--- config.mk ---
export PLATFORM = sky130hd
export DESIGN_NAME = ppnf_decay_unit
export DESIGN_NICKNAME = d
export VERILOG_FILES = /design/src/design/particle_pool_next_fit_assert.svh /design/src/design/ppnf_pkg.sv /design/src/design/ppnf_decay_unit.sv
export SDC_FILE = /design/constraint.sdc
export NUM_CORES = 1
export LEC_CHECK = 0
export BUFFER_PORTS_ARGS = -buffer_cell sky130_fd_sc_hd__buf_2
export CAP_MARGIN = 20
export CORE_ASPECT_RATIO = 0.6
export CORE_MARGIN = 3
export CORE_UTILIZATION = 40
export CTS_CLUSTER_DIAMETER = 100
export DETAILED_ROUTE_END_ITERATION = 8
export PLACE_DENSITY = 0.64
export SKIP_LAST_GASP = 1
export SYNTH_ARGS = -nofsm -noshare
export SYNTH_HDL_FRONTEND = slang
export SYNTH_SLANG_ARGS = --single-unit
--- constraint.sdc ---
create_clock -name clk -period 6.93 [get_ports clk]
set_input_delay 1.7325 -clock clk [delete_from_list [all_inputs] [get_ports clk]]
set_output_delay 1.7325 -clock clk [all_outputs]
set_load 0.1 [all_outputs]
--- src/design/particle_pool_next_fit_assert.svh ---
// Assertion macros for the particle pool.
// Both sample on clk and are disabled while rst_n is low.
`ifndef PARTICLE_POOL_NEXT_FIT_ASSERT_SVH
`define PARTICLE_POOL_NEXT_FIT_ASSERT_SVH

// same-cycle implication
`define PPNF_ASSERT_IMP(lbl, ante, cons, msg) \
  lbl: assert property (@(posedge clk) disable iff (!rst_n) (ante) |-> (cons)) \
    else $error(msg);

// next-cycle implication
`define PPNF_ASSERT_NXT(lbl, ante, cons, msg) \
  lbl: assert property (@(posedge clk) disable iff (!rst_n) (ante) |=> (cons)) \
    else $error(msg);

`endif

--- src/design/ppnf_pkg.sv ---
`timescale 1ns / 1ps
package ppnf_pkg;

  // default pool depth
  localparam int MAX_SLOTS_DEF = 64;

  // field widths
  localparam int SLOT_W    = 6;
  localparam int LIFE_W    = 16;
  localparam int DEC_W     = 23;
  localparam int CFG_IDX_W = 4;
  localparam int CFG_DAT_W = 16;
  localparam int ACT_W     = 7;

  localparam logic [LIFE_W-1:0] LIFE_FULL = 16'h8000;

  // item modes
  localparam logic [1:0] MODE_ADD  = 2'd0;
  localparam logic [1:0] MODE_TICK = 2'd1;
  localparam logic [1:0] MODE_DRAW = 2'd2;

  // register indexes
  localparam logic [CFG_IDX_W-1:0] REG_DECAY_RATE   = 4'd0;
  localparam logic [CFG_IDX_W-1:0] REG_ACTIVE_COUNT = 4'd1;

  // reset values
  localparam logic [15:0]      DECAY_RATE_RST   = 16'd256;
  localparam logic [ACT_W-1:0] ACTIVE_COUNT_RST = 7'd64;

  // stored particle payload
  typedef struct packed {
    logic signed [15:0] x;
    logic signed [15:0] y;
    logic [15:0]        size;
    logic [31:0]        color;
  } ppnf_payload_t;

  // store access request
  typedef struct packed {
    logic              life_we;
    logic              pay_we;
    logic              re;
    logic [SLOT_W-1:0] waddr;
    logic [SLOT_W-1:0] raddr;
  } ppnf_mem_req_t;

endpackage

--- src/design/ppnf_decay_unit.sv ---
`timescale 1ns / 1ps
// Per-tick decrement register and the shared saturating life subtractor.
module ppnf_decay_unit (
  input  logic                        clk,
  input  logic                        load,
  input  logic [15:0]                 decay_rate,
  input  logic [15:0]                 delta_time,
  input  logic [ppnf_pkg::LIFE_W-1:0] life_in,
  output logic [ppnf_pkg::LIFE_W-1:0] life_out
);

  logic [31:0]                dec_prod;
  logic [ppnf_pkg::DEC_W-1:0] dec_r;

  // decrement = (rate * dt) >> 9, captured once per tick item
  assign dec_prod = 32'(decay_rate) * 32'(delta_time);

  always_ff @(posedge clk) begin
    if (load) begin
      dec_r <= dec_prod[31:9];
    end
  end

  // life minus decrement, clamped at zero
  always_comb begin
    if (ppnf_pkg::DEC_W'(life_in) > dec_r) begin
      life_out = life_in - dec_r[ppnf_pkg::LIFE_W-1:0];
    end else begin
      life_out = '0;
    end
  end

endmodule

== Word level (Yosys, flattened, before mapping) ==
Index checks and enable logic that the tools add are counted.

* Logic and storage cells: 5
* Memories: 0
* Output and inout bits: 16
* Bits in latches: 0
* ROM bits: 0
* Bits in writable memories: 0
* Bits of input ports: 50
* Register bits after elaboration: 23

* Shift-type cells: 0
* Divide/modulo/power cells: 0
* Order comparisons: 1
* $add $sub $neg: 1
* Mux-type cells: 1
* Multipliers: 1
* Bitwise logic cells: 0
* Eq/ne operators: 0
* Reduce and logical (&&, ||, !) cells: 0

{| class="wikitable"
|+ Operators with widths
! cell !! number
|-
| multiplier 16 x 16 -> 32 bit || 1
|-
| greater-than comparator 16 x 23 -> 1 bit || 1
|-
| 2-to-1 mux 16 bit || 1
|-
| subtractor 16 bit || 1
|}

== Logic depth before layout (Yosys ltp) ==
* Depth after elaboration: 2
* Mapped depth: 23

== Worst setup path after synthesis ==
Ideal clock, no wire load.

* Kind: input -> register
* Start point: in delta_time[9]
* End point: reg dec_r[18] (netlist bit) (data pin)
* Path buffers: 2
* Library setup time: 0.260 ns
* Arrival: 6.976 ns
* Stages: 22
* Setup slack: -0.306 ns
* Path through: clkbuf_1 nand2_1 fa_1 inv_1 fa_1 inv_1 fa_1 inv_1 fa_1 fa_1 inv_1 fa_1 inv_1 ha_1 clkbuf_1 nand2_1 nor4_2 nand4_1 o21a_2 o21ai_4 a21boi_0 xnor2_1

* Longest elaborated chain between the ends: 1

{| class="wikitable"
|+ RTL lines
! item !! line !! RTL
|-
| start, declared || ppnf_decay_unit.sv:7 || <nowiki>input logic [15:0] delta_time,</nowiki>
|-
| multiplier 16 x 16 -> 32 bit || ppnf_decay_unit.sv:16 || <nowiki>assign dec_prod = 32'(decay_rate) * 32'(delta_time);</nowiki>
|-
| via dec_prod[27] || ppnf_decay_unit.sv:12 || <nowiki>logic [31:0] dec_prod;</nowiki>
|-
| end signal, assigned || ppnf_decay_unit.sv:20 || <nowiki>dec_r <= dec_prod[31:9];</nowiki>
|-
| end, declared || ppnf_decay_unit.sv:13 || <nowiki>logic [ppnf_pkg::DEC_W-1:0] dec_r;</nowiki>
|}

The timed path passes the listed nets, and every way through them passes these cells.
A chain may end at the register's enable or synchronous reset.

== Final worst setup path ==
* Start point: in delta_time[5]
* End point: reg dec_r[22] (netlist bit) (data pin)

The elaborated chain is that of the path after synthesis.

==> results.toml <==
[route]
drt-total-wl_microns = 24830
num_vias = 8034
drt_pass1_iterations = 4
ant_nets = 0
drc = 0
vias_per_cell = 4.950
wire_per_inst_microns = 15.30
drtIter0Drc = 437

[clock_tree]
postCtsHoldBufs = 0
cts_root_buf = "clkbuf_16"
numCtsBuffers = 3
cts.sinks = 23
path_clk_slew_ps = 60
cts.path.max_buffers = 2
cts_tree = "yes"
h-tree-depth = 1

[yosys]
syn-num-nets = 1498
ys_ff_latch = 23
synth-seq-area-share = 0.06890
ys_warn_count = 0
synth_cells = 1137
avgSynthCellArea_sq_um = 8.817
synth-edff-count = 23
postSynth.asyncResetShare = 0
synth_ff_type = "edfxtp_1"
syn-cell-area_sq_um = 10020
synth.distinct_cells = 54

[grt]
antenna_found_initial = 0
grt_pass1_vias = 8247
grt_pass1_wl_microns = 41370
grt_max_degree = 24
grt-ovfl-total = 0
grt.total_usage = 0.1862

[placement]
gp_congestion = 0.9019
port-buffer-count = 65
dp_hpwl_microns = 21760

[sta]
layout_min_cycle_time_ps = 6876
setup_viol = 0
max_freq_mhz = 145.4
tightest_slew_ps = 644.8
rsz0062_at_grt = "yes"
hold_violations = 0
maxSlewViolCount = 0
fin_crit_sh = 0.9922
slew_headroom = 0.5656

[final_layout]
largest_reg_flops = 23
seqCellArea_sq_um = 690.7
drive_above_1_share = 0.2152
final_core_util = 0.5018
regMostFlops = "dec_r"
multi_input_area_sq_um = 8498
syn_to_final_growth_pct = 22.09
antennaDiodeCount = 0
final_nets = 1663
final_common_cell = "inv_1"
reg_top3 = "dec_r x23"
fillers = 2306
mostFrequentLayoutCells = "inv_1, fa_1, nand2_1"

[min_path]
hold_depth = 1
whs_endpoint = "dec_r[21]$_DFFE_PP_"
hp-start = "load"
hold_path_class = "in -> reg"

[critical_path]
endpoint_kind = "flop"
required_ps = 6940
critical_path.max_fanout = 8
cp-start-kind = "primary input"
crit_start = "delta_time[5]"
crit_type = "in -> reg"
crit_arrival_ps = 6880

[floorplanning]
core-area_sq_um = 24390
die_x_microns = 210.4
die_area_sq_um = 27060
start_util = 0.4110
io_pins = 66
die_y_microns = 128.6
rows = 44

[outcome]
status = "finished, final reports clean"

[job]
cap_violations = 0
-- worst max path at each step --
stage	slack (ps)	depth (start not counted)	to
6_report	50	23	dec_r[22]$_DFFE_PP_
5_1_grt	-120	22	dec_r[22]$_DFFE_PP_
4_1_cts	2	21	dec_r[21]$_DFFE_PP_
3_5_place_dp	-390	20	dec_r[16]$_DFFE_PP_
3_3_place_gp	-330	21	dec_r[19]$_DFFE_PP_
2_1_floorplan	-10	21	dec_r[22]$_DFFE_PP_
-- cell usage after synthesis (8+ instances only) --
library cell  number  share of area
o21ai_0           14         0.0070
ha_1             117           0.15
xor2_1             8         0.0070
inv_1            254          0.095
edfxtp_1          23          0.069
a21oi_1           39          0.019
and2_1           116          0.072
nand2_1          167          0.063
xnor2_1           27          0.024
nand4_1            8         0.0050
nor2_1            25         0.0094
clkbuf_1          36          0.013
a21o_1            12         0.0090
nor3_1            10         0.0050
fa_1             194           0.39
-- metrics by stage --
step | std cells | hold slack (ps) | instance area [sq um] | setup TNS, ps | worst slack (ps)
floorplan | 1137 | 1845 | 10180 | -17.20 | -9.984
global placement | 1607 | 2260 | 11640 | -4293 | -331.7
detailed placement | 1607 | 2266 | 11640 | -5641 | -391.7
CTS | 1616 | 1998 | 11950 | 0 | 1.855
global route | 1623 | 2016 | 12240 | -616.0 | -120.3
finish | 1623 | 1989 | 12240 | 0 | 54.14
-- area by class of cell --
class / instances / area share
inverter: 254 / 0.07810
multi-input combinational: 817 / 0.6943
sequential: 23 / 0.05643
timing repair buffer: 203 / 0.1318
tap: 322 / 0.03292
clock buffer: 4 / 0.006440
-- cell families (layout without fill, tap and decap cells) --
kind of cell,Yosys count,count (layout),share of synthesized area
and+or+nand+nor,352,352,0.1716
adders and majority gates,311,311,0.5334
buffers and inverters,297,461,0.1118
AOI/OAI and AO/OA,118,118,0.08263
xor gates and xnor gates,35,35,0.03058
DFF,23,23,0.06890
muxes,1,1,0.0009985
-- critical path: stages --
cell and delay [ps]:
buf_6 120, buf_4 150, and2_4 130, fa_1 510, inv_2 40, fa_2 530, inv_2 40, fa_1 510
fa_2 450, fa_1 530, inv_1 50, fa_1 480, inv_2 50, ha_4 230, buf_4 140, buf_4 140
nand2_1 60, o21ai_1 70, a31oi_1 230, o31a_1 210, o21ai_4 120, a221oi_2 240, xnor2_1 100
-- per-layer routing --
layer | track usage | routed length [microns] | up-vias
met5 | 0 | 0 | -
li1 | - | - | 3819
met2 | 0.2916 | 11040 | 173
met4 | 0.005901 | 23 | 0
met1 | 0.2864 | 12430 | 4040
met3 | 0.03216 | 1340 | 2
-- timing repair --
item | 4_1_cts | 5_1_grt
gates resized for setup | 45 | 70
cloned | 0 | 1
pin swaps | 32 | 65
endpoints found under the setup margin | 14 | 16
buffers inserted | 6 | 6
Power is not shown: default switching activity piles up to over one toggle a cycle in this logic, so the estimate is an artifact.
